<file path="src/sv/frs_pkg.sv">
// Shared types, character constants and saturating helpers for the FASTA record splitter.
// No dependencies; used by every module of the block.
package frs_pkg;

	localparam int COUNT_BITS = 32;
	localparam int OUT_BITS   = 32;
	localparam int WIDE_BITS  = (COUNT_BITS > OUT_BITS) ? COUNT_BITS : OUT_BITS;

	localparam logic [7:0] CHAR_NEWLINE = 8'h0A;
	localparam logic [7:0] CHAR_SPACE   = 8'h20;
	localparam logic [7:0] CHAR_GT      = 8'h3E;

	localparam logic KIND_DATA = 1'b0;
	localparam logic KIND_END  = 1'b1;

	typedef enum logic [2:0] {
		CLS_SKIP    = 3'd0,
		CLS_NEWLINE = 3'd1,
		CLS_START   = 3'd2,
		CLS_HEADER  = 3'd3,
		CLS_SEQ     = 3'd4,
		CLS_DROP    = 3'd5,
		CLS_END     = 3'd6
	} cls_t;

	typedef logic [COUNT_BITS-1:0] cnt_t;
	typedef logic [OUT_BITS-1:0]   out_t;

	typedef struct packed {
		logic in_header_line;
		logic at_line_start;
		logic record_open;
		cnt_t record_counter;
		cnt_t header_length;
		cnt_t sequence_length;
	} st_t;

	typedef struct packed {
		cls_t       byte_class;
		logic [7:0] out_byte;
		out_t       record_index;
		out_t       char_offset;
		logic       closed_valid;
		out_t       closed_header_length;
		out_t       closed_sequence_length;
		out_t       total_records;
	} res_t;

	localparam st_t ST_RESET = '{
		in_header_line:  1'b0,
		at_line_start:   1'b1,
		record_open:     1'b0,
		record_counter:  '0,
		header_length:   '0,
		sequence_length: '0
	};

	function automatic cnt_t sat_inc(cnt_t v);
		return (v == '1) ? v : v + cnt_t'(1);
	endfunction

	// clamp a counter to the output field width
	function automatic out_t out_sat(cnt_t v);
		logic [WIDE_BITS-1:0] w;
		w = WIDE_BITS'(v);
		if ((w >> OUT_BITS) != '0)
			return '1;
		return w[OUT_BITS-1:0];
	endfunction

endpackage

</file>
<file path="src/sv/frs_classify.sv">
// Byte classifier and next-state logic for the FASTA record splitter.
// Pure combinational; depends on frs_pkg.
module frs_classify (
	input  frs_pkg::st_t  st,
	input  logic          kind,
	input  logic [7:0]    data_byte,
	output frs_pkg::st_t  st_next,
	output frs_pkg::res_t res
);

	frs_pkg::cnt_t cur_index;

	assign cur_index = (st.record_open && st.record_counter != '0) ?
		st.record_counter - frs_pkg::cnt_t'(1) : '0;

	always_comb begin
		st_next = st;
		res = '{
			byte_class:             frs_pkg::CLS_DROP,
			out_byte:               data_byte,
			record_index:           '0,
			char_offset:            '0,
			closed_valid:           1'b0,
			closed_header_length:   '0,
			closed_sequence_length: '0,
			total_records:          '0
		};

		if (kind == frs_pkg::KIND_END) begin
			res.byte_class = frs_pkg::CLS_END;
			res.out_byte = '0;
			if (st.record_open) begin
				res.record_index = frs_pkg::out_sat(cur_index);
				res.closed_valid = 1'b1;
				res.closed_header_length = frs_pkg::out_sat(st.header_length);
				res.closed_sequence_length = frs_pkg::out_sat(st.sequence_length);
			end
			res.total_records = frs_pkg::out_sat(st.record_counter);
			st_next = frs_pkg::ST_RESET;
		end else if (data_byte == frs_pkg::CHAR_NEWLINE) begin
			res.byte_class = frs_pkg::CLS_NEWLINE;
			res.record_index = frs_pkg::out_sat(cur_index);
			st_next.in_header_line = 1'b0;
			st_next.at_line_start = 1'b1;
		end else if (data_byte == frs_pkg::CHAR_SPACE && st.at_line_start) begin
			res.byte_class = frs_pkg::CLS_SKIP;
			res.record_index = frs_pkg::out_sat(cur_index);
		end else if (data_byte == frs_pkg::CHAR_GT && st.at_line_start) begin
			res.byte_class = frs_pkg::CLS_START;
			if (st.record_open) begin
				res.closed_valid = 1'b1;
				res.closed_header_length = frs_pkg::out_sat(st.header_length);
				res.closed_sequence_length = frs_pkg::out_sat(st.sequence_length);
			end
			// index of the new record is the old count, clamped like the counter
			res.record_index = frs_pkg::out_sat(
				(st.record_counter == '1) ? st.record_counter - frs_pkg::cnt_t'(1)
				                          : st.record_counter);
			st_next.in_header_line = 1'b1;
			st_next.at_line_start = 1'b0;
			st_next.record_open = 1'b1;
			st_next.record_counter = frs_pkg::sat_inc(st.record_counter);
			st_next.header_length = '0;
			st_next.sequence_length = '0;
		end else if (!st.record_open) begin
			res.byte_class = frs_pkg::CLS_DROP;
		end else if (st.in_header_line) begin
			res.byte_class = frs_pkg::CLS_HEADER;
			res.record_index = frs_pkg::out_sat(cur_index);
			res.char_offset = frs_pkg::out_sat(st.header_length);
			st_next.header_length = frs_pkg::sat_inc(st.header_length);
		end else begin
			res.byte_class = frs_pkg::CLS_SEQ;
			res.record_index = frs_pkg::out_sat(cur_index);
			res.char_offset = frs_pkg::out_sat(st.sequence_length);
			st_next.sequence_length = frs_pkg::sat_inc(st.sequence_length);
		end
	end

endmodule

</file>
<file path="src/sv/frs_skid.sv">
// Two-entry output buffer (result register plus skid register) for the splitter results.
// Depends on frs_pkg for the result type.
module frs_skid (
	input  logic          clk,
	input  logic          arst_n,
	input  logic          in_valid,
	output logic          in_ready,
	input  frs_pkg::res_t in_res,
	output logic          out_valid,
	input  logic          out_ready,
	output frs_pkg::res_t out_res
);

	logic          main_valid_q;
	logic          skid_valid_q;
	frs_pkg::res_t main_q;
	frs_pkg::res_t skid_q;
	logic          push;
	logic          pop;

	assign in_ready  = !skid_valid_q;
	assign out_valid = main_valid_q;
	assign out_res   = main_q;
	assign push      = in_valid && in_ready;
	assign pop       = main_valid_q && out_ready;

	always_ff @(posedge clk or negedge arst_n) begin
		if (!arst_n) begin
			main_valid_q <= 1'b0;
			skid_valid_q <= 1'b0;
		end else if (skid_valid_q) begin
			if (pop)
				skid_valid_q <= 1'b0;
		end else if (push) begin
			if (main_valid_q && !pop)
				skid_valid_q <= 1'b1;
			else
				main_valid_q <= 1'b1;
		end else if (pop) begin
			main_valid_q <= 1'b0;
		end
	end

	always_ff @(posedge clk) begin
		if (skid_valid_q) begin
			if (pop)
				main_q <= skid_q;
		end else if (push) begin
			if (main_valid_q && !pop)
				skid_q <= in_res;
			else
				main_q <= in_res;
		end
	end

endmodule

</file>
<file path="src/sv/fasta_record_splitter.sv">
// FASTA record splitter top level: parser state registers, classifier and output buffer.
// Depends on frs_pkg, frs_classify and frs_skid.
//
// Takes a FASTA text stream one byte per transaction and returns exactly one result
// transaction per input transaction. Each byte is classed as skipped space, newline,
// record start ('>'), header character, sequence character or dropped (anything before
// the first record). A '>' or space counts as a record start or skip only at the start
// of a line, and only a '>' clears that line-start flag, so inside sequence lines spaces
// are skipped anywhere and a '>' anywhere opens a new record. When a record closes, at
// the next record start or at the end marker (kind = 1), its header and sequence lengths
// come out with closed_valid set; the end marker also reports the record count and
// returns the parser to its reset state, ready for a new stream. Counters saturate.
// Throughput is one byte per clock while the consumer takes results: the classifier and
// all counter updates sit between the parser state registers and a result register, and
// a two-entry output buffer lets one more byte in while a result waits. out_valid comes
// from the registered result. in_ready drops only while both output entries are full.
module fasta_record_splitter (
	input  logic        clk,
	input  logic        arst_n,
	input  logic        in_valid,
	output logic        in_ready,
	input  logic        kind,
	input  logic [7:0]  data_byte,
	output logic        out_valid,
	input  logic        out_ready,
	output logic [2:0]  byte_class,
	output logic [7:0]  out_byte,
	output logic [31:0] record_index,
	output logic [31:0] char_offset,
	output logic        closed_valid,
	output logic [31:0] closed_header_length,
	output logic [31:0] closed_sequence_length,
	output logic [31:0] total_records
);

	frs_pkg::st_t  st_q;
	frs_pkg::st_t  st_next;
	frs_pkg::res_t res;
	frs_pkg::res_t out_res;
	logic          accept;

	assign accept = in_valid && in_ready;

	// classify the byte against the current flags and counters
	frs_classify u_classify (
		.st        (st_q),
		.kind      (kind),
		.data_byte (data_byte),
		.st_next   (st_next),
		.res       (res)
	);

	// advance parser state only on an accepted transaction
	always_ff @(posedge clk or negedge arst_n) begin
		if (!arst_n)
			st_q <= frs_pkg::ST_RESET;
		else if (accept)
			st_q <= st_next;
	end

	// hold results until the consumer takes them
	frs_skid u_skid (
		.clk       (clk),
		.arst_n    (arst_n),
		.in_valid  (in_valid),
		.in_ready  (in_ready),
		.in_res    (res),
		.out_valid (out_valid),
		.out_ready (out_ready),
		.out_res   (out_res)
	);

	assign byte_class             = out_res.byte_class;
	assign out_byte               = out_res.out_byte;
	assign record_index           = out_res.record_index;
	assign char_offset            = out_res.char_offset;
	assign closed_valid           = out_res.closed_valid;
	assign closed_header_length   = out_res.closed_header_length;
	assign closed_sequence_length = out_res.closed_sequence_length;
	assign total_records          = out_res.total_records;

endmodule

</file>
<file path="config.mk">
export PLATFORM = sky130hd
export DESIGN_NAME = fasta_record_splitter
export DESIGN_NICKNAME = d
export VERILOG_FILES = /design/src/sv/frs_pkg.sv /design/src/sv/frs_classify.sv /design/src/sv/frs_skid.sv /design/src/sv/fasta_record_splitter.sv
export SDC_FILE = /design/constraint.sdc
export NUM_CORES = 1
export LEC_CHECK = 0
export BUFFER_PORTS_ARGS = -buffer_cell sky130_fd_sc_hd__buf_2
export CORE_ASPECT_RATIO = 1.5
export CORE_MARGIN = 2
export CORE_UTILIZATION = 45
export CTS_CLUSTER_DIAMETER = 60
export DETAILED_ROUTE_END_ITERATION = 12
export HOLD_SLACK_MARGIN = 0.02
export PLACE_DENSITY = 0.74
export SYNTH_ARGS = -nofsm -noshare
export SYNTH_HDL_FRONTEND = slang
export SYNTH_SLANG_ARGS = --single-unit
</file>
<file path="constraint.sdc">
create_clock -name clk -period 11.3 [get_ports clk]
set_input_delay 1.695 -clock clk [delete_from_list [all_inputs] [get_ports clk]]
set_output_delay 1.695 -clock clk [all_outputs]
set_load 0.005 [all_outputs]
</file>
==> flow_metrics.env, run 1 <==
export IMPL_numCtsBuffers=41
export IMPL_io_buffers=186
export IMPL_cp_data_required_time_ns=11.46
export IMPL_synth_edf_count=344
export IMPL_syn_inst=1648
export IMPL_vias_per_cell=5.77
export IMPL_antenna_found_initial=0
export IMPL_die_y_microns=263
export IMPL_cts_root_buf="clkbuf_16"
export IMPL_core_area_sq_um=44600
export IMPL_dp_slack_ns=5.90
export IMPL_cts_path_max_buffers=3
export IMPL_dpl_hpwl_mm=31.9
export IMPL_hold_violations=0
export IMPL_grt_pass1_vias=13552
export IMPL_hp_class="reg2reg"
export IMPL_syn_nets=1665
export IMPL_totalPowerFinal_w=0.00485
export IMPL_grt_overflow_total=0
export IMPL_power_density_nw_per_um2=212
export IMPL_synth_main_ff_cell="edfxtp_1"
export IMPL_status="completed"
export IMPL_leakage_nw=8.71
export IMPL_ant_nets=0
export IMPL_h_tree_depth=2
export IMPL_cts_tree="done"
export IMPL_drt_first_iter_violations=1218
export IMPL_drive_gt1_share_pct=21.5
export IMPL_drc=0
export IMPL_post_drt_wl_per_cell_microns=20.3
export IMPL_slew_headroom_pct=19.4
export IMPL_cts_sinks=445
export IMPL_grt_max_degree=173
export IMPL_fin_crit_ns=4.89
export IMPL_ys_async_sr_fraction_pct=22.7
export IMPL_fmax_mhz=205
export IMPL_ir_drop_mv=0.175
export IMPL_crit_arrival_ns=5.05
export IMPL_synth_warning_count=0
export IMPL_netlist_area_sq_um=20200
export IMPL_mostFrequentLayoutCell="edfxtp_1"
export IMPL_crit_path_start_kind="primary input"
export IMPL_dieArea_sq_um=46600
export IMPL_worst_hold_slack_ns=0.529
export IMPL_yosys_register_bits=445
export IMPL_cts_setup_buffers=0
export IMPL_rsz0062_at_grt="false"
export IMPL_clk_latency_ns=0.55
export IMPL_start_util_pct=45.3
export IMPL_clk_pin_slew_ns=0.06
export IMPL_pin_count=187
export IMPL_syn_area_per_cell_sq_um=12.2
export IMPL_drv_cap=0
export IMPL_dr_pass1_iters=6
export IMPL_final_cell_mix="344 x edfxtp_1, 185 x buf_2, 148 x nand2_1, 145 x nor2_1"
export IMPL_post_route_period_util_pct=43.2
export IMPL_syn_to_final_growth_pct=13.7
export IMPL_routed_wl_mm=48.5
export IMPL_cts_hold_buf=0
export IMPL_num_rows=95
export IMPL_crit_type="in2reg"
export IMPL_worst_pin_slew_ns=1.19
export IMPL_final_nets=1798
export IMPL_finalSetupViolations=0
export IMPL_track_usage_pct=20.4
export IMPL_cts_resized_gates=0
export IMPL_maxSlewViolCount=0
export IMPL_crit_path_end_kind="flop"
export IMPL_die_x_microns=177
export IMPL_grt_pass1_wl_mm=75.2
export IMPL_clock_skew_ns=0.0193
export IMPL_tns_ns=0
export IMPL_fin_ws_ns=6.41
export IMPL_via_count=13832
export IMPL_place_congestion=0.887
export IMPL_cp_max_fo=75
export IMPL_synth_cell_types=62
export IMPL_ys_seq_area_share_pct=63.7
export IMPL_n_antenna_cell=0
-- path summary, 6_finish.rpt --
kind	from	endpoint	slack [ns]	depth (start not counted)
setup reg to reg	u_skid.skid_valid_q	u_skid.skid_q[41]	6.97	4
min in group asynchronous	arst_n	st_q[26]	1.04	1
hold reg to reg	u_skid.skid_q[169]	u_skid.out_res[169]	0.53	2
setup / recovery	in_valid	u_skid.skid_q[41]	6.41	5
hold / removal	u_skid.skid_q[169]	u_skid.out_res[169]	0.53	2
max in group asynchronous	arst_n	u_skid.skid_valid_q	8.82	2
-- worst max-delay path: stages --
cell and delay [ns]:
buf_2 0.11, nor2b_1 0.85, and3_4 0.71, buf_4 0.68, buf_4 0.86
-- report_power, final --
group | total [W] | leakage [nW] | internal, W | switching, W
clock | 0.00146 | 0.677 | 0.000846 | 0.000611
combinational | 0.00104 | 3.32 | 0.000397 | 0.000646
sequential | 0.00235 | 4.72 | 0.00222 | 0.000130
-- per-layer routing --
metal	GRT usage [%]	vias up	share of wire [%]
li1	-	6388	-
met1	23.6	6841	38
met2	37.7	479	54
met3	2.28	124	4.3
met4	9.05	0	4.3
met5	0	-	0
-- final cells by class --
| cell class | count | area [sq um] |
|---|---|---|
| Clock buffer | 61 | 1180 |
| Clock inverter | 15 | 216 |
| Fill cell | 3842 | 21600 |
| Inverter | 16 | 62.6 |
| Multi-Input combinational cell | 1075 | 6820 |
| Sequential cell | 445 | 12900 |
| Tap cell | 582 | 728 |
| Timing Repair Buffer | 202 | 1070 |
-- flip-flops by register name, indices dropped and copies added, names as in the netlist --
| signal | count |
|---|---|
| st_q | 99 |
| u_skid.out_valid | 1 |
| u_skid.skid_q | 172 |
| u_skid.out_res | 172 |
| u_skid.skid_valid_q | 1 |
-- cell families (layout without fill, tap and decap cells) --
group	count (synthesis)	count (layout)	share of synthesized area (%)
buf+inv	128	294	2.56
xor+xnor	56	56	2.43
compound gates	234	234	7.27
fa+ha+maj	4	4	0.248
mux	131	131	7.11
simple gates	650	650	16.7
flops	445	445	63.7
-- cells in the mapped netlist, types with 36 or more instances --
master,count,area [sq um]
nor2_1,145,544
and3_1,76,475
mux2_2,98,1100
edfxtp_1,344,10300
clkbuf_1,97,364
nand2_1,148,556
o31ai_1,54,405
or3_1,48,300
nand4_1,42,263
dfrtp_1,100,2500
and2_1,36,225
o21ai_0,59,295
nand3_1,48,240
a21oi_1,50,250
-- per-stage QoR --
stage	utilization [%]	cell area, sq um	std cells
floorplan	-	20200	1648
global placement	48.3	21500	2320
detailed placement	48.3	21500	2320
CTS	51.5	22900	2396
global route	51.5	22900	2396
finish	51.5	22900	2396
(Power assumes the default switching activity.)
==> run 2, diff against run 1 <==
clock period = 4.93 ns   (was 11.3 ns; I/O delays follow)
==> run 2 against run 1 <==
Sequential power is 130% higher. First-iteration DRC count is 0.90% higher. Global-route usage is 0.071 points higher. Highest routed layer unchanged. Largest power group unchanged. Non-clock buffer count is 10 higher. Routed wire length grew 0.82%. Core utilization rose by 0.33 points. Sequential share of layout area down 0.35 points. Sequential cell count did not move. Critical path depth grew 1.
==> flow_metrics.env, run 2 (synthesis results as in run 1) <==
export IMPL_tns_ns=0
export IMPL_drc=0
export IMPL_place_congestion=0.926
export IMPL_numCtsBuffers=40
export IMPL_post_drt_wl_per_cell_microns=20.4
export IMPL_final_cell_mix="344 x edfxtp_1, 185 x buf_2, 148 x nand2_1, 145 x nor2_1"
export IMPL_syn_to_final_growth_pct=14.4
export IMPL_grt_max_degree=78
export IMPL_dpl_hpwl_mm=33.1
export IMPL_fmax_mhz=298
export IMPL_clock_skew_ns=0.0124
export IMPL_post_route_period_util_pct=68.1
export IMPL_crit_arrival_ns=3.83
export IMPL_cp_max_fo=14
export IMPL_ant_nets=0
export IMPL_grt_pass1_vias=13449
export IMPL_drive_gt1_share_pct=22.3
export IMPL_power_density_nw_per_um2=489
export IMPL_crit_path_start_kind="flop"
export IMPL_via_count=13874
export IMPL_cts_setup_buffers=0
export IMPL_hp_class="in2async"
export IMPL_fin_crit_ns=3.36
export IMPL_drv_cap=0
export IMPL_routed_wl_mm=48.9
export IMPL_combPwrFrac_pct=21.5
export IMPL_vias_per_cell=5.78
export IMPL_slew_headroom_pct=22.1
export IMPL_cts_tree="done"
export IMPL_dieArea_sq_um=46600
export IMPL_status="completed"
export IMPL_die_y_microns=263
export IMPL_hold_violations=0
export IMPL_ir_drop_mv=0.223
export IMPL_p_int_w=0.00809
export IMPL_cts_resized_gates=0
export IMPL_n_antenna_cell=0
export IMPL_worst_pin_slew_ns=1.17
export IMPL_finalNonFillerCells=2402
export IMPL_grt_overflow_total=0
export IMPL_power_switching_share_pct=28.4
export IMPL_antenna_found_initial=0
export IMPL_leakage_nw=8.79
export IMPL_die_x_microns=177
export IMPL_placed_cells=2330
export IMPL_clk_pin_slew_ns=0.07
export IMPL_final_nets=1807
export IMPL_final_area_sq_um=23100
export IMPL_grt_pass1_wl_mm=75.1
export IMPL_rsz0062_at_grt="false"
export IMPL_num_rows=95
export IMPL_drt_first_iter_violations=1229
export IMPL_seqPwrFrac_pct=47.8
export IMPL_mostFrequentLayoutCell="edfxtp_1"
export IMPL_place_area_sq_um=21600
export IMPL_pin_count=187
export IMPL_p_switching_w=0.00321
export IMPL_cts_path_max_buffers=3
export IMPL_maxSlewViolCount=0
export IMPL_h_tree_depth=2
export IMPL_finalSetupViolations=0
export IMPL_cts_root_buf="clkbuf_16"
export IMPL_cp_data_required_time_ns=5.40
export IMPL_final_util_pct=51.8
export IMPL_fillCellCount=3838
export IMPL_crit_type="reg2reg"
export IMPL_cts_hold_buf=0
export IMPL_io_buffers=186
export IMPL_clk_latency_ns=0.55
export IMPL_p_clk_share_pct=30.7
export IMPL_track_usage_pct=20.5
export IMPL_dr_pass1_iters=5
export IMPL_cts_sinks=445
export IMPL_crit_path_end_kind="flop"
export IMPL_core_area_sq_um=44600
export IMPL_start_util_pct=45.3
run 2: area by class of cell:
type | count | area, sq um | area share, %
tap | 582 | 728 | 3.15
timing repair buffer | 212 | 1170 | 5.05
multi-input combinational | 1075 | 6820 | 29.6
clock inverter | 27 | 404 | 1.75
inverter | 16 | 62.6 | 0.271
sequential | 445 | 12900 | 55.7
clock buffer | 45 | 1040 | 4.51
run 2: per-stage QoR:
step	setup slack [ns]	hold slack, ns	power [W]
after floorplan	0.339	0.444	0.00685
after global placement	1.43	0.506	0.00791
after detailed placement	1.25	0.515	0.00796
after CTS	1.65	0.277	0.0114
after global routing	1.37	0.319	0.0118
final	1.57	0.257	0.0113
run 2: worst paths after layout:
| kind | startpoint | endpoint | slack (ns) | cells after the start |
|---|---|---|---|---|
| min in group clk | out_ready | u_skid.skid_valid_q | 0.44 | 2 |
| setup / recovery | st_q[69] | st_q[87] | 1.57 | 6 |
| hold / removal | arst_n | st_q[70] | 0.26 | 1 |
| hold reg to reg | u_skid.skid_q[115] | u_skid.out_res[115] | 0.52 | 2 |
| max in group asynchronous | arst_n | st_q[62] | 3.55 | 2 |
| setup reg to reg | st_q[69] | st_q[87] | 1.57 | 6 |
run 2: metal layers:
metal	vias up	routed length (microns)	track usage (%)
met4	0	2010	9.07
met1	6818	18300	24.1
li1	6409	-	-
met2	527	26100	37.2
met5	-	0	0
met3	120	2560	2.61
run 2: power groups by stage:
stage / sequential (W) / clock [W] / combinational [W]
finish: 0.00541 / 0.00347 / 0.00243
global route: 0.00547 / 0.00366 / 0.00266
CTS: 0.00542 / 0.00352 / 0.00248
detailed placement: 0.00548 / 0 / 0.00247
global placement: 0.00549 / 0 / 0.00243
floorplan: 0.00550 / 0 / 0.00135
run 2: critical path, stage by stage, from the launching register on:
cell     delay [ns]
dfrtp_1        0.60
and4_1         0.30
nand4_1        0.28
nor4_2         0.82
nand3_1        0.54
or4_1          0.61
a21oi_1        0.15
